### config.mk
export PLATFORM = sky130hd
export DESIGN_NAME = lrn_channel_window_scale_top
export DESIGN_NICKNAME = d
export VERILOG_FILES = /design/src/rtl/lcws_pkg.sv /design/src/rtl/lcws_front.sv /design/src/rtl/lcws_queue.sv /design/src/rtl/lcws_back.sv /design/src/rtl/lrn_channel_window_scale_top.sv
export VERILOG_INCLUDE_DIRS = /design/src /design/src/rtl
export SDC_FILE = /design/constraint.sdc
export NUM_CORES = 2
export LEC_CHECK = 0
export BUFFER_PORTS_ARGS = -buffer_cell sky130_fd_sc_hd__buf_2
export CAP_MARGIN = 30
export CORE_MARGIN = 2
export CORE_UTILIZATION = 30
export CTS_CLUSTER_DIAMETER = 50
export CTS_CLUSTER_SIZE = 40
export DETAILED_ROUTE_END_ITERATION = 7
export PLACE_DENSITY_LB_ADDON = 0.15
export SLEW_MARGIN = 10
export SYNTH_ARGS = -nofsm -noshare
export SYNTH_HDL_FRONTEND = slang
export SYNTH_SLANG_ARGS = --single-unit
### constraint.sdc
create_clock -name clk_i -period 11.2 [get_ports clk_i]
set_clock_uncertainty 0.2 [all_clocks]
set_input_delay 1.68 -clock clk_i [delete_from_list [all_inputs] [get_ports clk_i]]
set_output_delay 1.68 -clock clk_i [all_outputs]
set_load 0.02 [all_outputs]
### src/rtl/lrn_channel_window_scale_top_defines.svh
// assertion macros, used by the request queue
`ifndef LRN_CHANNEL_WINDOW_SCALE_TOP_DEFINES_SVH
`define LRN_CHANNEL_WINDOW_SCALE_TOP_DEFINES_SVH

`ifndef SYNTHESIS

// property checked on every rising clock edge outside reset
`define LCWS_ASSERT(lbl, prop, msg) \
  lbl: assert property (@(posedge clk_i) disable iff (!rst_ni) (prop)) else $error(msg);

// antecedent in one cycle implies consequent in the next
`define LCWS_ASSERT_NEXT(lbl, ante, cons, msg) \
  lbl: assert property (@(posedge clk_i) disable iff (!rst_ni) (ante) |=> (cons)) \
    else $error(msg);

`else

`define LCWS_ASSERT(lbl, prop, msg)
`define LCWS_ASSERT_NEXT(lbl, ante, cons, msg)

`endif

`endif

### src/rtl/lcws_pkg.sv
`default_nettype none

package lcws_pkg;

  localparam int CNT_W       = 13;
  localparam int SUM_W       = 34;
  localparam int SQ_W        = 31;
  localparam int CHAN_W      = 12;
  localparam int SCALE_W     = 36;
  localparam int SAMPLE_W    = 16;
  localparam int WS_W        = 4;
  localparam int CFG_W       = 32;
  localparam int CFG_IDX_W   = 2;
  localparam int QUEUE_DEPTH = 4;

  localparam logic [CFG_IDX_W-1:0] REG_CHANNEL_COUNT = 2'd0;
  localparam logic [CFG_IDX_W-1:0] REG_WINDOW_SIZE   = 2'd1;
  localparam logic [CFG_IDX_W-1:0] REG_K_OFFSET      = 2'd2;
  localparam logic [CFG_IDX_W-1:0] REG_ALPHA_NORM    = 2'd3;

  localparam logic [CNT_W-1:0] CHANNEL_COUNT_RST = 13'd64;
  localparam logic [WS_W-1:0]  WINDOW_SIZE_RST   = 4'd5;
  localparam logic [31:0]      K_OFFSET_RST      = 32'd65536;
  localparam logic [31:0]      ALPHA_NORM_RST    = 32'd85899;

  typedef struct packed {
    logic [CNT_W-1:0] channel_count;
    logic [WS_W-1:0]  window_size;
    logic [31:0]      k_offset;
    logic [31:0]      alpha_norm;
  } lcws_cfg_t;

  // one pending scale computation
  typedef struct packed {
    logic [SUM_W-1:0]  sum;
    logic [CHAN_W-1:0] chan;
    logic              done;
  } lcws_req_t;

  typedef enum logic {
    FRONT_RUN,
    FRONT_FLUSH
  } lcws_front_state_e;

endpackage

`default_nettype wire

### src/rtl/lcws_front.sv
`default_nettype none

module lcws_front #(
  parameter int WINDOW_MAX   = 15,
  parameter int MAX_CHANNELS = 4096
) (
  input  wire logic                                 clk_i,
  input  wire logic                                 rst_ni,
  input  wire lcws_pkg::lcws_cfg_t                  cfg_i,
  input  wire logic                                 in_valid_i,
  output logic                                      in_ready_o,
  input  wire logic signed [lcws_pkg::SAMPLE_W-1:0] sample_i,
  output logic                                      push_o,
  output lcws_pkg::lcws_req_t                       push_data_o,
  input  wire logic                                 full_i
);

  localparam int CntW   = lcws_pkg::CNT_W;
  localparam int SumW   = lcws_pkg::SUM_W;
  localparam int SqW    = lcws_pkg::SQ_W;
  localparam int SlotW  = (WINDOW_MAX > 1) ? $clog2(WINDOW_MAX) : 1;
  localparam int MaxW   = $clog2(MAX_CHANNELS + 1);
  localparam int CcW    = (MaxW > CntW) ? MaxW + 1 : CntW + 1;
  localparam int SlotCw = 6;

  lcws_pkg::lcws_front_state_e state_q, state_d;

  logic                 sq_valid_q;
  logic [SqW-1:0]       sq_q;
  logic [SqW-1:0]       hist_q [WINDOW_MAX];
  logic [SumW-1:0]      sum_q, sum_d, sum_upd;
  logic [CntW-1:0]      cnt_q, cnt_d, end_q, end_d;
  logic [SlotW-1:0]     slot_q, slot_d, slot_inc, sub_slot;

  logic [15:0]          mag;
  logic [31:0]          sq_full;
  logic [3:0]           ws_eff;
  logic [3:0]           pp;
  logic [CcW-1:0]       cc_eff;
  logic                 last;
  logic [SlotCw-1:0]    wr6, ws6, sub6;
  logic [SqW-1:0]       sub_val;
  logic                 run_take, flush_step, col_end, emit;

  // square of the sample, most negative value squares to 2^30
  assign mag     = sample_i[15] ? (~sample_i + 16'd1) : sample_i;
  assign sq_full = 32'(mag) * 32'(mag);

  always_comb begin
    if (cfg_i.window_size == '0) begin
      ws_eff = 4'd1;
    end else if (32'(cfg_i.window_size) > WINDOW_MAX) begin
      ws_eff = 4'(WINDOW_MAX);
    end else begin
      ws_eff = cfg_i.window_size;
    end
    pp = ws_eff >> 1;

    if (cfg_i.channel_count == '0) begin
      cc_eff = CcW'(1);
    end else if (32'(cfg_i.channel_count) > MAX_CHANNELS) begin
      cc_eff = CcW'(MAX_CHANNELS);
    end else begin
      cc_eff = CcW'(cfg_i.channel_count);
    end
    last = (CcW'(cnt_q) + CcW'(1)) >= cc_eff;

    // slot of the channel leaving the window, (cnt - ws) mod WINDOW_MAX
    wr6  = SlotCw'(slot_q);
    ws6  = SlotCw'(ws_eff);
    sub6 = (wr6 >= ws6) ? (wr6 - ws6) : (wr6 + SlotCw'(WINDOW_MAX) - ws6);
    sub_slot = sub6[SlotW-1:0];
    sub_val  = (cnt_q >= CntW'(ws_eff)) ? hist_q[sub_slot] : '0;

    slot_inc = (slot_q == SlotW'(WINDOW_MAX - 1)) ? '0 : slot_q + SlotW'(1);
  end

  // next state
  always_comb begin
    state_d = state_q;
    unique case (state_q)
      lcws_pkg::FRONT_RUN: begin
        if (run_take && last && (pp != '0)) state_d = lcws_pkg::FRONT_FLUSH;
      end
      lcws_pkg::FRONT_FLUSH: begin
        if (flush_step && col_end) state_d = lcws_pkg::FRONT_RUN;
      end
    endcase
  end

  // outputs
  always_comb begin
    run_take   = (state_q == lcws_pkg::FRONT_RUN) && sq_valid_q && !full_i;
    flush_step = (state_q == lcws_pkg::FRONT_FLUSH) && !full_i;
    col_end    = (cnt_q == end_q);
    in_ready_o = !sq_valid_q || run_take;
    emit       = cnt_q >= CntW'(pp);
    push_o     = (run_take || flush_step) && emit;
    push_data_o.sum  = sum_upd;
    push_data_o.chan = lcws_pkg::CHAN_W'(cnt_q - CntW'(pp));
    push_data_o.done = run_take ? (last && (pp == '0)) : col_end;
  end

  // window sum and channel position
  always_comb begin
    sum_upd = sum_q - SumW'(sub_val) + (run_take ? SumW'(sq_q) : '0);
    sum_d   = sum_q;
    cnt_d   = cnt_q;
    slot_d  = slot_q;
    end_d   = end_q;
    priority if (run_take) begin
      if (last && (pp == '0)) begin
        sum_d  = '0;
        cnt_d  = '0;
        slot_d = '0;
      end else begin
        sum_d  = sum_upd;
        cnt_d  = cnt_q + CntW'(1);
        slot_d = slot_inc;
        end_d  = cnt_q + CntW'(pp);
      end
    end else if (flush_step) begin
      if (col_end) begin
        sum_d  = '0;
        cnt_d  = '0;
        slot_d = '0;
      end else begin
        sum_d  = sum_upd;
        cnt_d  = cnt_q + CntW'(1);
        slot_d = slot_inc;
      end
    end else begin
      sum_d = sum_q;
    end
  end

  always_ff @(posedge clk_i or negedge rst_ni) begin
    if (!rst_ni) begin
      state_q    <= lcws_pkg::FRONT_RUN;
      sq_valid_q <= 1'b0;
      sum_q      <= '0;
      cnt_q      <= '0;
      slot_q     <= '0;
      end_q      <= '0;
    end else begin
      state_q <= state_d;
      if (in_valid_i && in_ready_o) begin
        sq_valid_q <= 1'b1;
      end else if (run_take) begin
        sq_valid_q <= 1'b0;
      end
      sum_q  <= sum_d;
      cnt_q  <= cnt_d;
      slot_q <= slot_d;
      end_q  <= end_d;
    end
  end

  always_ff @(posedge clk_i) begin
    if (in_valid_i && in_ready_o) begin
      sq_q <= sq_full[SqW-1:0];
    end
    if (run_take) begin
      hist_q[slot_q] <= sq_q;
    end
  end

endmodule

`default_nettype wire

### src/rtl/lcws_queue.sv
`default_nettype none

`include "lrn_channel_window_scale_top_defines.svh"

module lcws_queue (
  input  wire logic                clk_i,
  input  wire logic                rst_ni,
  input  wire logic                push_i,
  input  wire lcws_pkg::lcws_req_t push_data_i,
  output logic                     full_o,
  input  wire logic                pop_i,
  output lcws_pkg::lcws_req_t      pop_data_o,
  output logic                     empty_o
);

  localparam int Depth = lcws_pkg::QUEUE_DEPTH;
  localparam int PtrW  = $clog2(Depth);
  localparam int CntW  = $clog2(Depth + 1);

  lcws_pkg::lcws_req_t entry_q [Depth];
  logic [PtrW-1:0]     wr_ptr_q, rd_ptr_q;
  logic [CntW-1:0]     count_q;

  assign full_o     = (count_q == CntW'(Depth));
  assign empty_o    = (count_q == '0);
  assign pop_data_o = entry_q[rd_ptr_q];

  always_ff @(posedge clk_i or negedge rst_ni) begin
    if (!rst_ni) begin
      wr_ptr_q <= '0;
      rd_ptr_q <= '0;
      count_q  <= '0;
    end else begin
      if (push_i) wr_ptr_q <= (wr_ptr_q == PtrW'(Depth - 1)) ? '0 : wr_ptr_q + PtrW'(1);
      if (pop_i)  rd_ptr_q <= (rd_ptr_q == PtrW'(Depth - 1)) ? '0 : rd_ptr_q + PtrW'(1);
      unique case ({push_i, pop_i})
        2'b10:   count_q <= count_q + CntW'(1);
        2'b01:   count_q <= count_q - CntW'(1);
        default: count_q <= count_q;
      endcase
    end
  end

  always_ff @(posedge clk_i) begin
    if (push_i) entry_q[wr_ptr_q] <= push_data_i;
  end

  `LCWS_ASSERT(a_no_push_full, !(push_i && full_o), "request pushed into full queue")
  `LCWS_ASSERT(a_no_pop_empty, !(pop_i && empty_o), "request popped from empty queue")
  `LCWS_ASSERT_NEXT(a_count_up, push_i && !pop_i, count_q == $past(count_q) + CntW'(1), "queue count did not grow on push")

endmodule

`default_nettype wire

### src/rtl/lcws_back.sv
`default_nettype none

module lcws_back (
  input  wire logic                clk_i,
  input  wire logic                rst_ni,
  input  wire lcws_pkg::lcws_cfg_t cfg_i,
  input  wire logic                empty_i,
  input  wire lcws_pkg::lcws_req_t pop_data_i,
  output logic                     pop_o,
  output logic                     out_valid_o,
  input  wire logic                out_ready_i,
  output logic [lcws_pkg::SCALE_W-1:0] scale_value_o,
  output logic [lcws_pkg::CHAN_W-1:0]  channel_index_o,
  output logic                     column_done_o
);

  localparam int ScaleW = lcws_pkg::SCALE_W;
  localparam int AccW   = ScaleW + 1;

  logic        a_valid_q;
  logic [63:0] a_prod_q;
  logic [1:0]  a_hi_q;
  logic [lcws_pkg::CHAN_W-1:0] a_chan_q;
  logic        a_done_q;
  logic        a_ready, o_ready;
  logic [AccW-1:0] acc;

  assign o_ready = !out_valid_o || out_ready_i;
  assign a_ready = !a_valid_q || o_ready;
  assign pop_o   = !empty_i && a_ready;

  // hi*alpha + (lo*alpha >> 32) + k, clipped at 36 bits
  assign acc = AccW'(a_hi_q) * AccW'(cfg_i.alpha_norm) + AccW'(a_prod_q[63:32])
             + AccW'(cfg_i.k_offset);

  always_ff @(posedge clk_i or negedge rst_ni) begin
    if (!rst_ni) begin
      a_valid_q   <= 1'b0;
      out_valid_o <= 1'b0;
    end else begin
      if (a_ready) a_valid_q <= pop_o;
      if (o_ready) out_valid_o <= a_valid_q;
    end
  end

  always_ff @(posedge clk_i) begin
    if (pop_o) begin
      a_prod_q <= 64'(pop_data_i.sum[31:0]) * 64'(cfg_i.alpha_norm);
      a_hi_q   <= pop_data_i.sum[33:32];
      a_chan_q <= pop_data_i.chan;
      a_done_q <= pop_data_i.done;
    end
    if (o_ready && a_valid_q) begin
      scale_value_o   <= acc[ScaleW] ? {ScaleW{1'b1}} : acc[ScaleW-1:0];
      channel_index_o <= a_chan_q;
      column_done_o   <= a_done_q;
    end
  end

endmodule

`default_nettype wire

### src/rtl/lrn_channel_window_scale_top.sv
`default_nettype none

// Cross-channel LRN scale for one pixel column. Samples (signed Q8.8) arrive channel 0
// first; each channel gets one scale (unsigned Q20.16, k + alpha/size * sum of squares
// over the window) tagged with its channel, emitted window_size/2 channels late. The input
// takes one sample per cycle while the request queue has room; after the last sample of a
// column it stalls while the front sequencer flushes the trailing results, one per cycle
// while the queue has room, the last carrying column_done. A result passes the square
// register, loaded on acceptance, then the window update that writes the request queue,
// then a two-stage multiply and add in the back end. A four-entry request queue
// between front and back absorbs output stalls. The user must write registers through the
// cfg port only while no column results are outstanding; the block does not enforce this.
module lrn_channel_window_scale_top #(
  parameter int WINDOW_MAX   = 15,
  parameter int MAX_CHANNELS = 4096
) (
  input  wire logic                                   clk_i,
  input  wire logic                                   rst_ni,
  input  wire logic                                   cfg_we_i,
  input  wire logic [lcws_pkg::CFG_IDX_W-1:0]         cfg_index_i,
  input  wire logic [lcws_pkg::CFG_W-1:0]             cfg_data_i,
  input  wire logic                                   in_valid_i,
  output logic                                        in_ready_o,
  input  wire logic signed [lcws_pkg::SAMPLE_W-1:0]   sample_i,
  output logic                                        out_valid_o,
  input  wire logic                                   out_ready_i,
  output logic [lcws_pkg::SCALE_W-1:0]                scale_value_o,
  output logic [lcws_pkg::CHAN_W-1:0]                 channel_index_o,
  output logic                                        column_done_o
);

  lcws_pkg::lcws_cfg_t cfg_q;
  lcws_pkg::lcws_req_t push_data, pop_data;
  logic                push, pop, full, empty;

  always_ff @(posedge clk_i or negedge rst_ni) begin
    if (!rst_ni) begin
      cfg_q.channel_count <= lcws_pkg::CHANNEL_COUNT_RST;
      cfg_q.window_size   <= lcws_pkg::WINDOW_SIZE_RST;
      cfg_q.k_offset      <= lcws_pkg::K_OFFSET_RST;
      cfg_q.alpha_norm    <= lcws_pkg::ALPHA_NORM_RST;
    end else if (cfg_we_i) begin
      unique case (cfg_index_i)
        lcws_pkg::REG_CHANNEL_COUNT: cfg_q.channel_count <= cfg_data_i[lcws_pkg::CNT_W-1:0];
        lcws_pkg::REG_WINDOW_SIZE:   cfg_q.window_size   <= cfg_data_i[lcws_pkg::WS_W-1:0];
        lcws_pkg::REG_K_OFFSET:      cfg_q.k_offset      <= cfg_data_i;
        lcws_pkg::REG_ALPHA_NORM:    cfg_q.alpha_norm    <= cfg_data_i;
        default:                     cfg_q <= cfg_q;
      endcase
    end
  end

  lcws_front #(
    .WINDOW_MAX  (WINDOW_MAX),
    .MAX_CHANNELS(MAX_CHANNELS)
  ) u_front (
    .clk_i      (clk_i),
    .rst_ni     (rst_ni),
    .cfg_i      (cfg_q),
    .in_valid_i (in_valid_i),
    .in_ready_o (in_ready_o),
    .sample_i   (sample_i),
    .push_o     (push),
    .push_data_o(push_data),
    .full_i     (full)
  );

  lcws_queue u_queue (
    .clk_i      (clk_i),
    .rst_ni     (rst_ni),
    .push_i     (push),
    .push_data_i(push_data),
    .full_o     (full),
    .pop_i      (pop),
    .pop_data_o (pop_data),
    .empty_o    (empty)
  );

  lcws_back u_back (
    .clk_i          (clk_i),
    .rst_ni         (rst_ni),
    .cfg_i          (cfg_q),
    .empty_i        (empty),
    .pop_data_i     (pop_data),
    .pop_o          (pop),
    .out_valid_o    (out_valid_o),
    .out_ready_i    (out_ready_i),
    .scale_value_o  (scale_value_o),
    .channel_index_o(channel_index_o),
    .column_done_o  (column_done_o)
  );

endmodule

`default_nettype wire

==> impl_metrics.yaml <==
run_status:
  outcome: "finished, final reports clean"
synth:
  synth_edf_count: 763
  synthDistinctLibCells: 84
  syn_area_um2: 81800
  synth_seq_cells: 919
  syn-instance-count: 7263
  async_flop_share_pct: 17.0
  ys.flop_type: "edfxtp_1"
  yosysSeqAreaShare_pct: 32.8
  avgSynthCellArea_um2: 11.3
  yosys_warnings: 0
min_path:
  min_path_type: "reg -> reg"
routing:
  post_drt_wl_per_cell_um: 22.1
  drtIter0Drc: 3037
  dr.pass1.iters: 6
  drcViolationCount: 0
  vias_per_cell: 4.71
  vias: 51600
  wirelength_mm: 243
  postRouteAntennaNets: 0
sta:
  relSlewSlack_pct: 19.9
  period_needed_ps: 10230
  final-setup-viol-count: 0
  hold_viol: 0
  holdWs_ps: 212
  rsz0062_at_grt: "false"
  slew_violations: 0
  finalSetupTns_ps: 0
  fin_crit_sh_pct: 91.4
  worst_pin_slew_ps: 1200
  fmax_mhz: 97.7
global_route:
  antenna_found_initial: 9
  grt_pass1_vias: 56800
  grt_max_degree: 69
  grt_use_total_pct: 17.8
  grt_pass1_wl_mm: 370
  grt.overflow.total: 0
floorplan:
  rows: 191
  io_pins: 106
  initial_utilization_pct: 30.2
  die_w_um: 526
  core_um2: 271000
  dieArea_um2: 277000
  die_height_um: 526
critical_path:
  crit_path_end_kind: "register"
  arrival_ps: 10450
  crit_type: "reg -> reg"
  critPathLaunchType: "register"
  max_stage_delay_ps: 900
  path_common_cell: "fa_1"
  cpLargestDelayFamily: "adder cells"
  slowest_stage: "mux4_2"
  crit_buf_inv: 5
  r2r_setup_slack_ps: 970
  cp_max_fo: 26
  required_ps: 11420
cts:
  htreeDepth: 3
  numClockSinks: 919
  cts_resized: 0
  cts_max_path_buffers: 3
  cts_tree: "yes"
  clk_latency_ps: 770
  clkTransAtPathRegs_ps: 80
  post_cts_buffers: 0
  cts_root_buffer: "clkbuf_16"
  cts_buffers: 93
  holdBufCountCts: 0
finish:
  layout.cells.most_common: "inv_1"
  final_util_pct: 33.5
  drive_above_1_share_pct: 9.85
  final_nets: 8970
  final_cell_mix: "1355 x inv_1, 1128 x fa_1, 763 x edfxtp_1"
  syn_to_final_growth_pct: 10.9
  fill_cells: 27400
place:
  io_buffers: 104
  globalplace.congestion: 0.844
  dp_hpwl_mm: 178
job:
  max-cap-violations: 0
[logic make-up (layout without fill, tap and decap cells)]
kind of cell             Yosys count  count (layout)  share of synthesized area [%]
buffers and inverters           1695            1801                           7.81
AND/OR/NAND/NOR                 1858            1858                           11.2
AO/OA/AOI/OAI                    695             695                           5.41
multiplexers                     255             255                           5.34
other                              2              26                        0.00918
adder cells (fa/ha/maj)         1615            1615                           35.0
XOR/XNOR                         224             224                           2.40
flip-flops                       919             919                           32.8
[worst paths after layout]
check / startpoint / endpoint / depth (start not counted)
max reg2reg: u_queue.rd_ptr_q[0] / u_back.a_prod_q[63] / 27
max in group asynchronous: rst_ni / cfg_q[17] / 2
min in group asynchronous: rst_ni / u_queue.count_q[0] / 1
max: u_queue.rd_ptr_q[0] / u_back.a_prod_q[63] / 27
min reg2reg: u_back.a_chan_q[1] / u_back.channel_index_o[1] / 0
min: u_back.a_chan_q[1] / u_back.channel_index_o[1] / 0
[cell type report]
| class | instances | area [um2] | share of cell area, % |
|---|---|---|---|
| well taps | 3570 | 4470 | 4.92 |
| multi-input cells | 4660 | 48800 | 53.8 |
| clock inverters | 75 | 1110 | 1.23 |
| inverters | 1362 | 5110 | 5.63 |
| flip-flops and latches | 919 | 26800 | 29.6 |
| clock buffers | 100 | 2380 | 2.63 |
| diodes | 13 | 32.5 | 0.0359 |
| repair buffers | 264 | 1940 | 2.14 |
[worst register-to-register path: stages, from the launching register on]
cell and delay [ps]:
dfrtp_4 760, buf_4 290, mux4_2 900, and2_1 360
fa_1 530, inv_1 50, fa_1 530, inv_1 50
fa_1 510, inv_1 60, fa_1 530, inv_1 50
fa_1 540, fa_1 440, fa_1 540, fa_1 480
ha_1 390, nand2_1 130, nor4_1 390, nand4_1 150
o32a_1 380, nand3_1 250, nand3_1 310, nor3_1 320
o21ai_0 240, o21bai_1 250, a21oi_1 120, xnor2_1 130
[layer usage]
metal  up-vias  global-route usage, %  part of all wire, %
li1      23300                      -                    -
met1     27300                   23.8                   45
met2       783                   30.8                   50
met3       202                   1.43                  2.9
met4         0                   4.81                  2.7
met5         -                      0                    0
[flip-flops by register name, summed over array words and instances, names as in the netlist]
name and flops:
u_front.sum_q 34, u_queue.entry_q 188, u_front.slot_q 4, u_back.a_valid_q 1, u_front.cnt_q 13, u_front.end_q 13
u_back.a_done_q 1, u_front.state_q 1, u_front.hist_q 450, u_back.out_valid_o 1, u_back.a_prod_q 32, u_front.sq_valid_q 1
u_front.sq_q 30, u_queue.count_q 3, u_queue.wr_ptr_q 2, u_back.a_chan_q 12, u_back.scale_value_o 35, u_back.channel_index_o 12
u_queue.rd_ptr_q 2, u_back.column_done_o 1, cfg_q 81, u_back.a_hi_q 2
[metrics by stage]
step / setup WS (ps) / instances / area, um2
2_1_floorplan: 1760 / 7274 / 81900
3_3_place_gp: 792 / 10800 / 87000
3_5_place_dp: 690 / 10800 / 87200
4_1_cts: 833 / 10900 / 90700
5_1_grt: 438 / 11000 / 90700
6_report: 967 / 11000 / 90700
[synthesized netlist by cell type (6+ instances only)]
master    count  share of area [%]
dfstp_2      14               0.45
or3_1        10              0.076
fa_1       1128                 28
a21o_1       93               0.85
nor2b_1      57               0.44
buf_1        21              0.096
mux4_2      137                3.8
xor2_1       84               0.90
o21bai_1     21               0.19
nand2b_1     32               0.24
o22ai_1      13              0.099
nand2_1     728                3.3
ha_1        487                7.4
a211oi_1     78               0.72
dfrtp_1     142                4.3
nand3_1      58               0.35
and2_1      610                4.7
a31o_2        7              0.075
a21oi_1     231                1.4
nor3_1       31               0.19
xnor2_1     140                1.5
mux2_2       84                1.2
o21a_1       22               0.20
or2_2         7              0.054
a21boi_0      7              0.064
nand4_1      24               0.18
inv_1      1355                6.2
and3_1       12              0.092
and4_1        6              0.064
mux2i_1      34               0.42
buf_2        22               0.13
o211ai_1      6              0.055
o21ai_0     126               0.77
nand3b_1      7              0.064
clkbuf_1    288                1.3
o31ai_1      11               0.10
nor2_1      247                1.1
a31oi_1      16               0.12
nor4_1        8              0.061
edfxtp_1    763                 28
Power is not shown: default switching activity piles up to over one toggle a cycle in this logic, so the estimate is an artifact.
